`src/hw/rtl/bcdt_pkg.sv`:
```
// shared types and constants for the bcd clock and calendar adjuster
package bcdt_pkg;

  // item function codes
  typedef enum logic [2:0] {
    FUNC_LOAD  = 3'd0,
    FUNC_SEC   = 3'd1,
    FUNC_MIN   = 3'd2,
    FUNC_HOUR  = 3'd3,
    FUNC_DAY   = 3'd4,
    FUNC_MONTH = 3'd5,
    FUNC_YEAR  = 3'd6
  } func_t;

  // field ranges in packed bcd
  localparam logic [7:0] BCD_ZERO     = 8'h00;
  localparam logic [7:0] BCD_ONE      = 8'h01;
  localparam logic [7:0] SEC_MIN_HI   = 8'h59;
  localparam logic [7:0] HOUR_HI      = 8'h23;
  localparam logic [7:0] MONTH_HI     = 8'h12;
  localparam logic [7:0] YEAR_HI      = 8'h99;
  localparam logic [7:0] CENTURY_RST  = 8'h20;
  localparam logic [7:0] DAYS_LONG    = 8'h31;
  localparam logic [7:0] DAYS_SHORT   = 8'h30;
  localparam logic [7:0] DAYS_FEB     = 8'h28;
  localparam logic [7:0] DAYS_FEB_LP  = 8'h29;
  localparam logic [7:0] MONTH_FEB    = 8'h02;
  localparam logic [7:0] MONTH_APR    = 8'h04;
  localparam logic [7:0] MONTH_JUN    = 8'h06;
  localparam logic [7:0] MONTH_SEP    = 8'h09;
  localparam logic [7:0] MONTH_NOV    = 8'h11;

  // input item
  typedef struct packed {
    func_t      func;
    logic       down;
    logic [7:0] load_sec;
    logic [7:0] load_min;
    logic [7:0] load_hour;
    logic [7:0] load_day;
    logic [7:0] load_month;
    logic [7:0] load_year;
    logic [7:0] load_century;
  } in_item_t;

  // result item
  typedef struct packed {
    logic [7:0] sec_out;
    logic [7:0] min_out;
    logic [7:0] hour_out;
    logic [7:0] day_out;
    logic [7:0] month_out;
    logic [7:0] year_out;
    logic [7:0] century_out;
  } out_item_t;

  // held clock and calendar
  typedef struct packed {
    logic [7:0] sec;
    logic [7:0] min;
    logic [7:0] hour;
    logic [7:0] day;
    logic [7:0] month;
    logic [7:0] year;
    logic [7:0] century;
  } bcd_clk_t;

endpackage

```
`src/hw/rtl/bcdt_step.sv`:
```
// one packed-bcd up/down step with wrap over a lo..hi range
module bcdt_step (
  input  logic [7:0] v,
  input  logic [7:0] lo,
  input  logic [7:0] hi,
  input  logic       down,
  output logic [7:0] res
);

  logic [3:0] units;
  logic [3:0] tens;

  assign units = v[3:0];
  assign tens  = v[7:4];

  // increment wraps to lo, decrement wraps to hi; bad units digits are repaired
  always_comb begin
    if (!down) begin
      if ((v >= hi) || (v < lo)) begin
        res = lo;
      end else if (units >= 4'd9) begin
        res = {tens + 4'd1, 4'h0};
      end else begin
        res = v + 8'd1;
      end
    end else begin
      if ((v <= lo) || (v > hi)) begin
        res = hi;
      end else if (units == 4'd0) begin
        res = {tens - 4'd1, 4'h9};
      end else if (units > 4'd9) begin
        res = {tens, 4'h9};
      end else begin
        res = v - 8'd1;
      end
    end
  end

endmodule

```
`src/hw/rtl/bcdt_update.sv`:
```
// next clock value from the current clock and one item
module bcdt_update (
  input  bcdt_pkg::bcd_clk_t cur,
  input  bcdt_pkg::in_item_t item,
  output bcdt_pkg::bcd_clk_t nxt
);

  logic [7:0] sel_v;
  logic [7:0] sel_lo;
  logic [7:0] sel_hi;
  logic [7:0] step_res;
  logic [7:0] cent_res;
  logic [7:0] mdays;
  logic       leap;
  logic [1:0] yr_mod4;
  logic       yr_carry;

  // year mod 4 from bcd digits: 10*t + u == 2*t + u (mod 4)
  assign yr_mod4 = cur.year[1:0] + {cur.year[4], 1'b0};
  assign leap    = (yr_mod4 == 2'd0);

  // days in the current month
  always_comb begin
    if ((cur.month == bcdt_pkg::MONTH_APR) || (cur.month == bcdt_pkg::MONTH_JUN) ||
        (cur.month == bcdt_pkg::MONTH_SEP) || (cur.month == bcdt_pkg::MONTH_NOV)) begin
      mdays = bcdt_pkg::DAYS_SHORT;
    end else if (cur.month == bcdt_pkg::MONTH_FEB) begin
      mdays = leap ? bcdt_pkg::DAYS_FEB_LP : bcdt_pkg::DAYS_FEB;
    end else begin
      mdays = bcdt_pkg::DAYS_LONG;
    end
  end

  // pick the field to step and its range
  always_comb begin
    sel_v  = cur.sec;
    sel_lo = bcdt_pkg::BCD_ZERO;
    sel_hi = bcdt_pkg::SEC_MIN_HI;
    unique case (item.func)
      bcdt_pkg::FUNC_MIN: begin
        sel_v = cur.min;
      end
      bcdt_pkg::FUNC_HOUR: begin
        sel_v  = cur.hour;
        sel_hi = bcdt_pkg::HOUR_HI;
      end
      bcdt_pkg::FUNC_DAY: begin
        sel_v  = cur.day;
        sel_lo = bcdt_pkg::BCD_ONE;
        sel_hi = mdays;
      end
      bcdt_pkg::FUNC_MONTH: begin
        sel_v  = cur.month;
        sel_lo = bcdt_pkg::BCD_ONE;
        sel_hi = bcdt_pkg::MONTH_HI;
      end
      bcdt_pkg::FUNC_YEAR: begin
        sel_v  = cur.year;
        sel_hi = bcdt_pkg::YEAR_HI;
      end
      default: begin
        sel_v = cur.sec;
      end
    endcase
  end

  bcdt_step u_field_step (
    .v    (sel_v),
    .lo   (sel_lo),
    .hi   (sel_hi),
    .down (item.down),
    .res  (step_res)
  );

  bcdt_step u_cent_step (
    .v    (cur.century),
    .lo   (bcdt_pkg::BCD_ZERO),
    .hi   (bcdt_pkg::YEAR_HI),
    .down (item.down),
    .res  (cent_res)
  );

  // century moves only on a real 99/00 rollover
  assign yr_carry = item.down ? (cur.year == bcdt_pkg::BCD_ZERO)
                              : (cur.year == bcdt_pkg::YEAR_HI);

  // write back the stepped field
  always_comb begin
    nxt = cur;
    unique case (item.func)
      bcdt_pkg::FUNC_LOAD: begin
        nxt.sec     = item.load_sec;
        nxt.min     = item.load_min;
        nxt.hour    = item.load_hour;
        nxt.day     = item.load_day;
        nxt.month   = item.load_month;
        nxt.year    = item.load_year;
        nxt.century = item.load_century;
      end
      bcdt_pkg::FUNC_SEC:   nxt.sec   = step_res;
      bcdt_pkg::FUNC_MIN:   nxt.min   = step_res;
      bcdt_pkg::FUNC_HOUR:  nxt.hour  = step_res;
      bcdt_pkg::FUNC_DAY:   nxt.day   = step_res;
      bcdt_pkg::FUNC_MONTH: nxt.month = step_res;
      bcdt_pkg::FUNC_YEAR: begin
        nxt.year = step_res;
        if (yr_carry) begin
          nxt.century = cent_res;
        end
      end
      default: begin
        nxt = cur;
      end
    endcase
  end

endmodule

```
`src/hw/rtl/bcd_date_time_setter_unit.sv`:
```
// Packed-BCD clock and calendar adjuster. Each item either loads all seven
// fields (seconds, minutes, hours, day, month, two-digit year, century) or
// steps one field up or down by one, and returns the whole clock after the
// item. An item is taken into an input register, then one pass of bcd step
// logic updates the held clock and the result register at the same edge, so
// one item is accepted every cycle while the receiver does not stall the
// result. After reset the clock reads 20 00-00-00 00:00:00.
// Unused function codes leave the clock unchanged and still return a result.
module bcd_date_time_setter_unit (
  input  logic                clk,
  input  logic                rst_n,
  input  logic                in_valid,
  output logic                in_stall,
  input  bcdt_pkg::in_item_t  in_item,
  output logic                out_valid,
  input  logic                out_stall,
  output bcdt_pkg::out_item_t out_item
);

  bcdt_pkg::in_item_t  item_r;
  logic                item_vld_r;
  bcdt_pkg::bcd_clk_t  state_r;
  bcdt_pkg::bcd_clk_t  state_nxt;
  bcdt_pkg::out_item_t out_r;
  logic                out_vld_r;
  logic                adv;
  logic                in_acc;

  // handshake control
  assign adv       = item_vld_r && (!out_vld_r || !out_stall);
  assign in_stall  = item_vld_r && !adv;
  assign in_acc    = in_valid && !in_stall;
  assign out_valid = out_vld_r;
  assign out_item  = out_r;

  bcdt_update u_update (
    .cur  (state_r),
    .item (item_r),
    .nxt  (state_nxt)
  );

  // valid bits and held clock
  always_ff @(posedge clk) begin
    if (!rst_n) begin
      item_vld_r <= 1'b0;
      out_vld_r  <= 1'b0;
      state_r    <= {{6{bcdt_pkg::BCD_ZERO}}, bcdt_pkg::CENTURY_RST};
    end else begin
      if (in_acc) begin
        item_vld_r <= 1'b1;
      end else if (adv) begin
        item_vld_r <= 1'b0;
      end
      if (adv) begin
        out_vld_r <= 1'b1;
        state_r   <= state_nxt;
      end else if (out_vld_r && !out_stall) begin
        out_vld_r <= 1'b0;
      end
    end
  end

  // payload registers
  always_ff @(posedge clk) begin
    if (in_acc) begin
      item_r <= in_item;
    end
    if (adv) begin
      out_r <= {state_nxt.sec, state_nxt.min, state_nxt.hour, state_nxt.day,
                state_nxt.month, state_nxt.year, state_nxt.century};
    end
  end

`ifndef SYNTH
  // a held result always mirrors the current clock
  a_out_matches_state: assert property (@(posedge clk) disable iff (!rst_n)
    out_vld_r |-> (out_r == {state_r.sec, state_r.min, state_r.hour, state_r.day,
                             state_r.month, state_r.year, state_r.century}))
    else $error("result register differs from held clock");

  // stall only while an item is waiting
  a_stall_needs_item: assert property (@(posedge clk) disable iff (!rst_n)
    in_stall |-> item_vld_r)
    else $error("input stalled with empty input register");

  // clock frozen while the result is held back
  a_state_frozen: assert property (@(posedge clk) disable iff (!rst_n)
    (out_vld_r && out_stall) |=> $stable(state_r))
    else $error("clock changed while result stalled");

  // only load and year items touch the century
  a_century_kept: assert property (@(posedge clk) disable iff (!rst_n)
    (adv && (item_r.func != bcdt_pkg::FUNC_LOAD) && (item_r.func != bcdt_pkg::FUNC_YEAR))
    |=> (state_r.century == $past(state_r.century)))
    else $error("century changed by a non-year step");
`endif

endmodule

```
`config.mk`:
```
export PLATFORM = sky130hd
export DESIGN_NAME = bcd_date_time_setter_unit
export DESIGN_NICKNAME = d
export VERILOG_FILES = /design/src/hw/rtl/bcdt_pkg.sv /design/src/hw/rtl/bcdt_step.sv /design/src/hw/rtl/bcdt_update.sv /design/src/hw/rtl/bcd_date_time_setter_unit.sv
export SDC_FILE = /design/constraint.sdc
export NUM_CORES = 1
export LEC_CHECK = 0
export BUFFER_PORTS_ARGS = -buffer_cell sky130_fd_sc_hd__buf_2
export CAP_MARGIN = 5
export CELL_PAD_IN_SITES_DETAIL_PLACEMENT = 1
export CELL_PAD_IN_SITES_GLOBAL_PLACEMENT = 2
export CORE_ASPECT_RATIO = 1.1
export CORE_MARGIN = 2
export CORE_UTILIZATION = 37
export DETAILED_ROUTE_END_ITERATION = 8
export MAX_ROUTING_LAYER = met4
export PLACE_DENSITY = 0.78
export SETUP_SLACK_MARGIN = 0.15
export SLEW_MARGIN = 10
export SYNTH_ARGS = -nofsm -noshare
export SYNTH_HDL_FRONTEND = slang
export SYNTH_SLANG_ARGS = --single-unit
```
`constraint.sdc`:
```
create_clock -name clk -period 4.79 [get_ports clk]
set_clock_uncertainty 0.05 [all_clocks]
set_input_delay 0.479 -clock clk [delete_from_list [all_inputs] [get_ports clk]]
set_output_delay 0.479 -clock clk [all_outputs]
set_load 0.02 [all_outputs]
```
# Word-level counts from Yosys, hierarchy flattened
# Cells that the tools add are included.
[word_totals]
output_inout_bits = 58
wordCells = 112
ff_bits = 174
inputBits = 64
[op_classes]
mux = 30
eq_ne = 12
reduce_logical = 24
n_addsub = 9
order_cmp = 12
[ops]
columns = ["op", "n"]
rows = [
  ["two-way mux 8 bit", 15],
  ["case mux 8 bit (2 select lines)", 5],
  ["case mux 8 bit (5 select lines)", 1],
  ["case mux 16 bit (2 select lines)", 1],
  ["case mux 8 bit (4 select lines)", 1],
  ["adder 8 x 1 -> 8 bit (second input constant)", 2],
  ["== test 8 x 3 -> 1 bit (second input constant)", 2],
  ["subtractor 8 x 1 -> 8 bit (second input constant)", 2],
  ["== test 3 bit (second input constant)", 3],
  ["adder 4 x 1 -> 4 bit (second input constant)", 2],
  ["== test 8 x 2 -> 1 bit (second input constant)", 1],
  ["== test 8 x 4 -> 1 bit (second input constant)", 1],
  ["== test 8 x 5 -> 1 bit (second input constant)", 1],
  ["== test 8 bit (second input constant)", 1],
  [">= comparator 4 bit (second input constant)", 2],
  [">= comparator 8 bit", 1],
  [">= comparator 8 bit (second input constant)", 1],
  ["greater-than comparator 4 bit (second input constant)", 2],
  ["greater-than comparator 8 bit", 1],
  ["greater-than comparator 8 bit (second input constant)", 1],
  ["less-or-equal comparator 8 x 1 -> 1 bit (second input constant)", 1],
  ["less-or-equal comparator 8 bit", 1],
  ["logical NOT 4 bit", 2],
  ["logical NOT 8 bit", 1],
  ["14 further kinds", 36],
]

# Logic depth before layout (Yosys ltp)
# Gate-level depths: netlist of run 1.
[logic_depth]
depth_word = 11
depth_mapped = 17
ltp_nobuf = 15

# Modules after synthesis
# From an unflattened synthesis of run 1, not the netlist that was laid out.
[hier_totals]
hier_cells = 980
hier_area_um2 = 10010.9
[by_module_without_submodules]
columns = ["mod", "area_each_um2", "n_inst", "cells_each"]
rows = [
  ["bcd_date_time_setter_unit", 5803.1, 1, 367],
  ["bcdt_step", 1158.6, 2, 161],
  ["bcdt_update", 1890.6, 1, 291],
]

# Least setup slack after synthesis of run 1
# OpenSTA, ideal clock, no wires.
[synth_timing]
path_type = "flip-flop to flip-flop"
start = "reg item_r[57] (netlist bit)"
end = "reg state_r[43] (netlist bit)"
setup_time_ns = 0.058
synth_period_minus_slack_ns = 3.982
arrival_time_ns = 3.873
required_time_ns = 4.682
n_path_buf = 5
stages_incl_launch_ff = 18
slack_ns = 0.808
cell_sequence = "edfxtp_1 > buf_4 > buf_6 > buf_2 > clkbuf_1 > or2_2 > clkbuf_1 > o31ai_1 > ha_1 > and4_1 > a21boi_0 > nor4_1 > o211ai_1 > a31oi_2 > o21ai_1 > o311a_4 > a2111oi_2 > o21a_1"
[synth_between]
elab_chain_len = 8
[synth_lines]
columns = ["item", "line_no", "rtl"]
rows = [
  ["start, declared", "bcd_date_time_setter_unit.sv:20", "bcdt_pkg::in_item_t item_r;"],
  ["start signal, assigned", "bcd_date_time_setter_unit.sv:66", "item_r <= in_item;"],
  ["== test 3 bit (tied with other cells)", "bcdt_update.sv:39", "unique case (item.func)"],
  ["case mux 8 bit (5 select lines) / OR reduction 2 bit (equally long branches)", "n/a", ""],
  ["subtractor 8 x 1 -> 8 bit (tied with other cells)", "bcdt_step.sv:34", "res = v - 8'd1;"],
  ["two-way mux 8 bit (tied with other cells)", "bcdt_step.sv:31", "end else if (units > 4'd9) begin"],
  ["two-way mux 8 bit (tied with other cells)", "bcdt_step.sv:29", "end else if (units == 4'd0) begin"],
  ["two-way mux 8 bit, on equally long branches", "bcdt_step.sv:27, bcdt_step.sv:19", ""],
  ["two-way mux 8 bit", "bcdt_step.sv:18", "if (!down) begin"],
  ["case mux 8 bit (2 select lines) (*)", "bcdt_update.sv:90", "unique case (item.func)"],
  ["end signal, assigned", "bcd_date_time_setter_unit.sv:47", "state_r <= {{6{bcdt_pkg::BCD_ZERO}}, bcdt_pkg::CENTURY_RST};"],
  ["end signal, assigned", "bcd_date_time_setter_unit.sv:56", "state_r <= state_nxt;"],
  ["end, declared", "bcd_date_time_setter_unit.sv:22", "bcdt_pkg::bcd_clk_t state_r;"],
]
# Every way passes the cells marked *; elsewhere a longest branch is shown, timed or not.
# A chain may end at the register's enable or synchronous reset.

==> results of run 1 <==
final timing paths:
| check | from | end | slack, ns | cells past startpoint |
|---|---|---|---|---|
| worst max-delay path | item_r[59]$_DFFE_PP_ | out_item[40]$_DFFE_PP_ | 0.40 | 15 |
| worst min-delay path | in_item[28] | item_r[28]$_DFFE_PP_ | 0.16 | 1 |
| worst max register to register | item_r[59]$_DFFE_PP_ | out_item[40]$_DFFE_PP_ | 0.40 | 15 |
| worst min register to register | state_r[42]$_SDFFE_PN0P_ | state_r[42]$_SDFFE_PN0P_ | 0.45 | 2 |
metal layers:
| layer | routed length (um) | part of all wire [%] |
|---|---|---|
| met3 | 1090 | 3.7 |
| met2 | 14600 | 49 |
| met4 | 770 | 2.6 |
| met1 | 13200 | 44 |
| met5 | 0 | 0 |
repair_timing:
item,in CTS,in global routing
setup buffers,0,5
resized for setup,0,7
setup endpoints to repair,0,65
cells in the final DEF, fill, tap and decap left out, drive strengths merged, types with 4 or more instances in the layout:
master,count
nand2b,10
o21ba,22
o31ai,6
a221o,8
xnor2,8
or2,5
a31oi,6
clkinv,9
buf,160
a211oi,27
nand3b,7
a21oi,29
edfxtp,116
nor2,76
nor4,7
o21ai,81
ha,20
nor3,16
inv,22
mux2i,18
and2,8
a22oi,26
nor2b,11
o21a,15
a22o,6
clkbuf,20
a21boi,4
a21o,15
dfxtp,58
and3,9
nand3,14
a2111oi,8
nor3b,5
nand2,67
o22ai,11
power breakdown:
part           internal [mW]  total (mW)  switching [mW]
combinational          0.263       0.727           0.464
sequential              1.70        1.77          0.0721
clock                  0.780        1.42           0.645
total                   2.74        3.92            1.18
area by class of cell:
type / instances / share of cell area [%]
Inverter: 19 / 0.682
Timing Repair Buffer: 162 / 8.68
Sequential cell: 174 / 43.7
Tap cell: 305 / 3.59
Clock inverter: 14 / 1.47
Clock buffer: 18 / 4.03
Multi-Input combinational cell: 601 / 37.9
registers in the layout, summed over array words and instances (netlist names):
| signal | count |
|---|---|
| out_valid | 1 |
| item_r | 60 |
| state_r | 56 |
| out_item | 56 |
| item_vld_r | 1 |
cells by family after synthesis:
group           synth area share [%]
xor+xnor                        1.08
mux                             2.27
buf+inv                         3.35
flops                           52.0
fa+ha+maj                       2.80
compound gates                  24.7
simple gates                    13.7
critical path, stage by stage (launching register included):
cell and delay, ns:
sky130_fd_sc_hd__edfxtp_1 0.52, sky130_fd_sc_hd__clkbuf_2 0.21, sky130_fd_sc_hd__or2_1 0.28, sky130_fd_sc_hd__and2_1 0.22, sky130_fd_sc_hd__o22ai_1 0.29, sky130_fd_sc_hd__inv_1 0.13
sky130_fd_sc_hd__ha_1 0.30, sky130_fd_sc_hd__and4_1 0.23, sky130_fd_sc_hd__a21boi_0 0.16, sky130_fd_sc_hd__nor3_1 0.25, sky130_fd_sc_hd__o22ai_2 0.17, sky130_fd_sc_hd__a21o_2 0.28
sky130_fd_sc_hd__o31ai_2 0.32, sky130_fd_sc_hd__a2bb2oi_2 0.41, sky130_fd_sc_hd__a211oi_1 0.16, sky130_fd_sc_hd__a21o_1 0.18
per-stage QoR:
stage / hold WS (ns) / instance area, sq um / utilization [%] / cells
after detailed placement: 0.445 / 9980 / 42.1 / 1256
after CTS: 0.143 / 10600 / 44.6 / 1288
after floorplan: 0.393 / 8920 / - / 847
after global routing: 0.145 / 10600 / 44.9 / 1293
after global placement: 0.435 / 9980 / 42.1 / 1256
final: 0.158 / 10600 / 44.9 / 1293
==> impl_metrics.xml, run 1 <==
<?xml version="1.0" encoding="UTF-8"?>
<metrics>
  <group name="status">
    <metric name="status" unit="">finished, final reports clean</metric>
  </group>
  <group name="floorplanning">
    <metric name="die_y" unit="um">167</metric>
    <metric name="io_pins" unit="">122</metric>
    <metric name="num_rows" unit="">59</metric>
    <metric name="coreArea" unit="sq mm">0.0237</metric>
    <metric name="chipWidth" unit="um">152</metric>
    <metric name="fp.dieArea" unit="sq mm">0.0254</metric>
    <metric name="initial_cell_density_of_the_core" unit="%">37.7</metric>
  </group>
  <group name="route">
    <metric name="drt-initial-drc-count" unit="">517</metric>
    <metric name="wl_per_cell" unit="um">22.9</metric>
    <metric name="postRouteWirelength" unit="um">29600</metric>
    <metric name="drt-vias-per-instance" unit="">5.75</metric>
    <metric name="drc" unit="">0</metric>
    <metric name="final_antenna_net_count" unit="">0</metric>
    <metric name="detailedRoute.firstPassIterationCount" unit="">4</metric>
    <metric name="detailroute.via_count" unit="">7436</metric>
  </group>
  <group name="synth">
    <metric name="yosys.cell_count.top_type" unit="">sky130_fd_sc_hd__edfxtp_1</metric>
    <metric name="share_of_synthesized_area_occupied_by_flip_flops_and_latches" unit="%">52.0</metric>
    <metric name="netlist-cell-type-count" unit="">87</metric>
    <metric name="yosys.area.top_type" unit="">sky130_fd_sc_hd__edfxtp_1</metric>
    <metric name="avgSynthCellArea" unit="sq um">10.5</metric>
    <metric name="netlist_top_cells_area" unit="">sky130_fd_sc_hd__edfxtp_1 39%, sky130_fd_sc_hd__dfxtp_1 13%, sky130_fd_sc_hd__o21ai_0 4.2%, sky130_fd_sc_hd__nor2_1 3.2%, sky130_fd_sc_hd__ha_1 2.8%</metric>
    <metric name="yosysWarnings" unit="">0</metric>
    <metric name="ys_seq_elements" unit="">174</metric>
    <metric name="syn_nets" unit="">931</metric>
    <metric name="top_area_cell_type_share_of_the_netlist_area" unit="%">39.0</metric>
    <metric name="number_of_enable_flip_flop_cells_after_synthesis" unit="">116</metric>
    <metric name="post_synth_instance_area" unit="sq mm">0.00892</metric>
    <metric name="postSynth.asyncResetShare" unit="%">0</metric>
    <metric name="synthFlopType" unit="">sky130_fd_sc_hd__edfxtp_1</metric>
    <metric name="instance_count_of_the_mapped_netlist" unit="">847</metric>
    <metric name="synth.top_cells.by_count" unit="">116 x sky130_fd_sc_hd__edfxtp_1, 75 x sky130_fd_sc_hd__nor2_1, 75 x sky130_fd_sc_hd__o21ai_0</metric>
  </group>
  <group name="pwr">
    <metric name="p_leak" unit="nW">4.14</metric>
    <metric name="fin_total_pwr" unit="mW">3.92</metric>
    <metric name="p_per_area" unit="mW/mm^2">369</metric>
    <metric name="vdd.ir_drop.worst" unit="V">0.000202</metric>
  </group>
  <group name="finish">
    <metric name="multi_input_area" unit="sq mm">0.00403</metric>
    <metric name="regArea" unit="sq mm">0.00464</metric>
    <metric name="nNetsFinal" unit="">1059</metric>
    <metric name="fillCellCount" unit="">2646</metric>
    <metric name="antenna_cells_inserted" unit="">0</metric>
    <metric name="flow.area_growth_from_synthesis" unit="%">19.2</metric>
    <metric name="drive_above_1_share" unit="%">25.4</metric>
  </group>
  <group name="place">
    <metric name="place_hpwl" unit="um">20900</metric>
    <metric name="post-place-ws" unit="ns">0.248</metric>
    <metric name="gpl.final_weighted_congestion" unit="">0.947</metric>
    <metric name="portBuffers" unit="">121</metric>
  </group>
  <group name="sta">
    <metric name="worst_slew_pin_tran" unit="ns">1.12</metric>
    <metric name="slew_margin_rel" unit="%">25.1</metric>
    <metric name="setup_repair_after_global_routing_missed_its_margin" unit="">no</metric>
    <metric name="finalWorstPathRequiredPeriod" unit="ns">4.39</metric>
    <metric name="fmaxAchievable" unit="MHz">228</metric>
    <metric name="setup_tns" unit="ns">0</metric>
    <metric name="setup-violations-final" unit="">0</metric>
    <metric name="hold_violations" unit="">0</metric>
    <metric name="slew_viol_final" unit="">0</metric>
    <metric name="setup_slack" unit="ns">0.402</metric>
    <metric name="fin_crit_sh" unit="%">91.6</metric>
  </group>
  <group name="global_route">
    <metric name="grt_usage" unit="%">23.9</metric>
    <metric name="grt_remaining_overflow" unit="">0</metric>
    <metric name="grt.busiest_layer" unit="">met2</metric>
    <metric name="met3_usage" unit="%">3.75</metric>
    <metric name="grt_antenna_before_repair" unit="">0</metric>
    <metric name="groute.layer.met1.usage" unit="%">30.0</metric>
    <metric name="grt_max_degree" unit="">61</metric>
    <metric name="grt_pass1_wl" unit="um">45400</metric>
    <metric name="grt.met2_usage" unit="%">39.5</metric>
    <metric name="first_global_vias" unit="">7658</metric>
  </group>
  <group name="critical_path">
    <metric name="crit_arrival" unit="ns">4.53</metric>
    <metric name="endpoint_kind" unit="">flop</metric>
    <metric name="worstSetupStartpointType" unit="">flop</metric>
    <metric name="criticalPathCategory" unit="">flop to flop</metric>
    <metric name="worstPathRequired" unit="ns">4.93</metric>
    <metric name="critical_path.max_fanout" unit="">6</metric>
  </group>
  <group name="clock_network">
    <metric name="ctsRootBufferMaster" unit="">sky130_fd_sc_hd__clkbuf_16</metric>
    <metric name="cts.sink_count" unit="">174</metric>
    <metric name="cts_max_level" unit="">4</metric>
    <metric name="cts.path.max_buffers" unit="">2</metric>
    <metric name="clk_transition_reported_paths" unit="ns">0.07</metric>
    <metric name="cts_inserted_buffers" unit="">17</metric>
    <metric name="clock_latency" unit="ns">0.44</metric>
    <metric name="post_cts_hold_buffer_count" unit="">0</metric>
    <metric name="tritoncts_clock_tree" unit="">yes</metric>
  </group>
  <group name="min_path">
    <metric name="holdCritPathClass" unit="">primary input to flop</metric>
  </group>
  <group name="flow_run">
    <metric name="max_cap_violations" unit="">0</metric>
  </group>
</metrics>
No activity file was read; power rests on OpenSTA's default activity.
==> run 2, diff against run 1 <==
--- a/config.mk
+++ b/config.mk
@@ -10,7 +10,7 @@
 export CELL_PAD_IN_SITES_DETAIL_PLACEMENT = 1
 export CELL_PAD_IN_SITES_GLOBAL_PLACEMENT = 2
 export CORE_ASPECT_RATIO = 1.1
-export CORE_MARGIN = 2
+export CORE_MARGIN = 5
 export CORE_UTILIZATION = 37
 export DETAILED_ROUTE_END_ITERATION = 8
 export MAX_ROUTING_LAYER = met4
==> run 2 against run 1 <==
- sequential cell count stayed put
- highest routed layer unchanged
- via count is 0.38% higher
- final cell count increased by 1.5%
- largest cell class unchanged
- sequential share of layout area shrank 0.68 points
- critical endpoint is now state_r[32]$_SDFFE_PN0P_
- combinational power increased by 3.9%
==> impl_metrics.xml, run 2 (synthesis gave the netlist of run 1 again) <==
<?xml version="1.0" encoding="UTF-8"?>
<metrics>
  <group name="status">
    <metric name="status" unit="">finished, final reports clean</metric>
  </group>
  <group name="finish">
    <metric name="regMostFlops" unit="">item_r</metric>
    <metric name="design_area" unit="sq mm">0.0108</metric>
    <metric name="fillCellCount" unit="">2670</metric>
    <metric name="multi_input_area" unit="sq mm">0.00400</metric>
    <metric name="largest_register_ff_count" unit="">60</metric>
    <metric name="final_common_cell" unit="">sky130_fd_sc_hd__buf_2</metric>
    <metric name="nNetsFinal" unit="">1079</metric>
    <metric name="antenna_cells_inserted" unit="">0</metric>
    <metric name="regArea" unit="sq mm">0.00464</metric>
    <metric name="flow.area_growth_from_synthesis" unit="%">21.1</metric>
    <metric name="drive_above_1_share" unit="%">26.9</metric>
    <metric name="stdcell_count" unit="">1313</metric>
    <metric name="mostFrequentLayoutCells" unit="">121 x sky130_fd_sc_hd__buf_2, 116 x sky130_fd_sc_hd__edfxtp_1, 74 x sky130_fd_sc_hd__nor2_1, 74 x sky130_fd_sc_hd__o21ai_0, 66 x sky130_fd_sc_hd__nand2_1</metric>
  </group>
  <group name="critical_path">
    <metric name="critical_path.max_fanout" unit="">11</metric>
    <metric name="crit_arrival" unit="ns">4.60</metric>
    <metric name="criticalPathCategory" unit="">flop to flop</metric>
    <metric name="worstPathRequired" unit="ns">5.06</metric>
    <metric name="endpoint_kind" unit="">flop</metric>
    <metric name="worstSetupStartpointType" unit="">flop</metric>
  </group>
  <group name="sta">
    <metric name="setup_repair_after_global_routing_missed_its_margin" unit="">no</metric>
    <metric name="worst_slew_pin_tran" unit="ns">0.978</metric>
    <metric name="finalWorstPathRequiredPeriod" unit="ns">4.33</metric>
    <metric name="setup_slack" unit="ns">0.461</metric>
    <metric name="fin_crit_sh" unit="%">90.4</metric>
    <metric name="slew_viol_final" unit="">0</metric>
    <metric name="fmaxAchievable" unit="MHz">231</metric>
    <metric name="setup_tns" unit="ns">0</metric>
    <metric name="hold_violations" unit="">0</metric>
    <metric name="setup-violations-final" unit="">0</metric>
    <metric name="slew_margin_rel" unit="%">34.5</metric>
  </group>
  <group name="place">
    <metric name="place_hpwl" unit="um">21900</metric>
    <metric name="number_of_instances_in_the_placed_design" unit="">1271</metric>
    <metric name="portBuffers" unit="">121</metric>
    <metric name="gpl.final_weighted_congestion" unit="">0.971</metric>
    <metric name="post-place-ws" unit="ns">0.257</metric>
    <metric name="place_area" unit="sq mm">0.0101</metric>
  </group>
  <group name="route">
    <metric name="detailedRoute.firstPassIterationCount" unit="">5</metric>
    <metric name="drt-initial-drc-count" unit="">375</metric>
    <metric name="wl_per_cell" unit="um">22.9</metric>
    <metric name="drc" unit="">0</metric>
    <metric name="postRouteWirelength" unit="um">30100</metric>
    <metric name="final_antenna_net_count" unit="">0</metric>
    <metric name="detailroute.via_count" unit="">7464</metric>
    <metric name="drt-vias-per-instance" unit="">5.68</metric>
  </group>
  <group name="clock_network">
    <metric name="clk_transition_reported_paths" unit="ns">0.08</metric>
    <metric name="ctsRootBufferMaster" unit="">sky130_fd_sc_hd__clkbuf_16</metric>
    <metric name="tritoncts_clock_tree" unit="">yes</metric>
    <metric name="cts.sink_count" unit="">174</metric>
    <metric name="clock_latency" unit="ns">0.43</metric>
    <metric name="cts_max_level" unit="">4</metric>
    <metric name="post_cts_hold_buffer_count" unit="">0</metric>
    <metric name="cts_inserted_buffers" unit="">17</metric>
    <metric name="cts.path.max_buffers" unit="">2</metric>
  </group>
  <group name="global_route">
    <metric name="grt_max_degree" unit="">71</metric>
    <metric name="grt_pass1_wl" unit="um">45400</metric>
    <metric name="grt_usage" unit="%">22.2</metric>
    <metric name="first_global_vias" unit="">7731</metric>
    <metric name="grt_antenna_before_repair" unit="">0</metric>
    <metric name="grt_remaining_overflow" unit="">0</metric>
  </group>
  <group name="floorplanning">
    <metric name="coreArea" unit="sq mm">0.0237</metric>
    <metric name="num_rows" unit="">59</metric>
    <metric name="fp.dieArea" unit="sq mm">0.0273</metric>
    <metric name="io_pins" unit="">122</metric>
    <metric name="initial_cell_density_of_the_core" unit="%">37.7</metric>
    <metric name="chipWidth" unit="um">158</metric>
    <metric name="die_y" unit="um">173</metric>
  </group>
  <group name="flow_run">
    <metric name="max_cap_violations" unit="">0</metric>
  </group>
  <group name="pwr">
    <metric name="vdd.ir_drop.worst" unit="V">0.000203</metric>
    <metric name="p_leak" unit="nW">4.25</metric>
    <metric name="p_per_area" unit="mW/mm^2">372</metric>
  </group>
  <group name="min_path">
    <metric name="holdCritPathClass" unit="">primary input to flop</metric>
  </group>
</metrics>
run 2: final cells by class:
cell class | instances | area share [%]
Clock buffer | 17 | 3.94
Clock inverter | 15 | 1.84
Inverter | 19 | 0.672
Multi-Input combinational cell | 601 | 37.0
Sequential cell | 174 | 43.0
Tap cell | 305 | 3.53
Timing Repair Buffer | 182 | 10.0
run 2: routing by layer:
layer	wire, um	track usage, %
met5	0	-
met3	1130	3.05
met4	535	5.90
met2	15400	37.7
met1	13000	27.7
run 2: critical path: stages (launching register included):
cell	delay, ns
sky130_fd_sc_hd__edfxtp_1	0.54
sky130_fd_sc_hd__buf_4	0.20
sky130_fd_sc_hd__nand2b_2	0.07
sky130_fd_sc_hd__inv_2	0.10
sky130_fd_sc_hd__and3_1	0.22
sky130_fd_sc_hd__o32a_1	0.40
sky130_fd_sc_hd__ha_1	0.31
sky130_fd_sc_hd__and4_1	0.23
sky130_fd_sc_hd__a21boi_0	0.16
sky130_fd_sc_hd__nor3_1	0.23
sky130_fd_sc_hd__o22ai_2	0.15
sky130_fd_sc_hd__a21o_2	0.24
sky130_fd_sc_hd__o31ai_1	0.37
sky130_fd_sc_hd__a21boi_0	0.49
sky130_fd_sc_hd__o21ai_0	0.22
sky130_fd_sc_hd__o21ba_2	0.23
run 2: path summary, 6_finish.rpt:
check	start	to	slack (ns)	depth (start not counted)
max	item_r[59]$_DFFE_PP_	state_r[32]$_SDFFE_PN0P_	0.46	15
min	in_item[29]	item_r[29]$_DFFE_PP_	0.16	1
max reg2reg	item_r[59]$_DFFE_PP_	state_r[32]$_SDFFE_PN0P_	0.46	15
min reg2reg	state_r[25]$_SDFFE_PN0P_	state_r[25]$_SDFFE_PN0P_	0.44	2
run 2: power by group:
group	leakage [nW]	switching, mW	internal, mW
Clock	0.311	0.652	0.843
Sequential	1.59	0.0717	1.70
Combinational	2.35	0.470	0.285
Total	4.25	1.19	2.83
run 2: timing repair:
item	4_1_cts	5_1_grt
setup buffers	0	10
resized for setup	0	2
endpoints found under the setup margin	0	51
run 2: stage by stage:
stage	hold slack [ns]	util, %	power, mW
2_1_floorplan	0.393	-	2.23
3_3_place_gp	0.427	42.6	2.54
3_5_place_dp	0.436	42.6	2.55
4_1_cts	0.154	45.3	4.04
5_1_grt	0.152	45.6	4.18
6_report	0.165	45.6	4.02
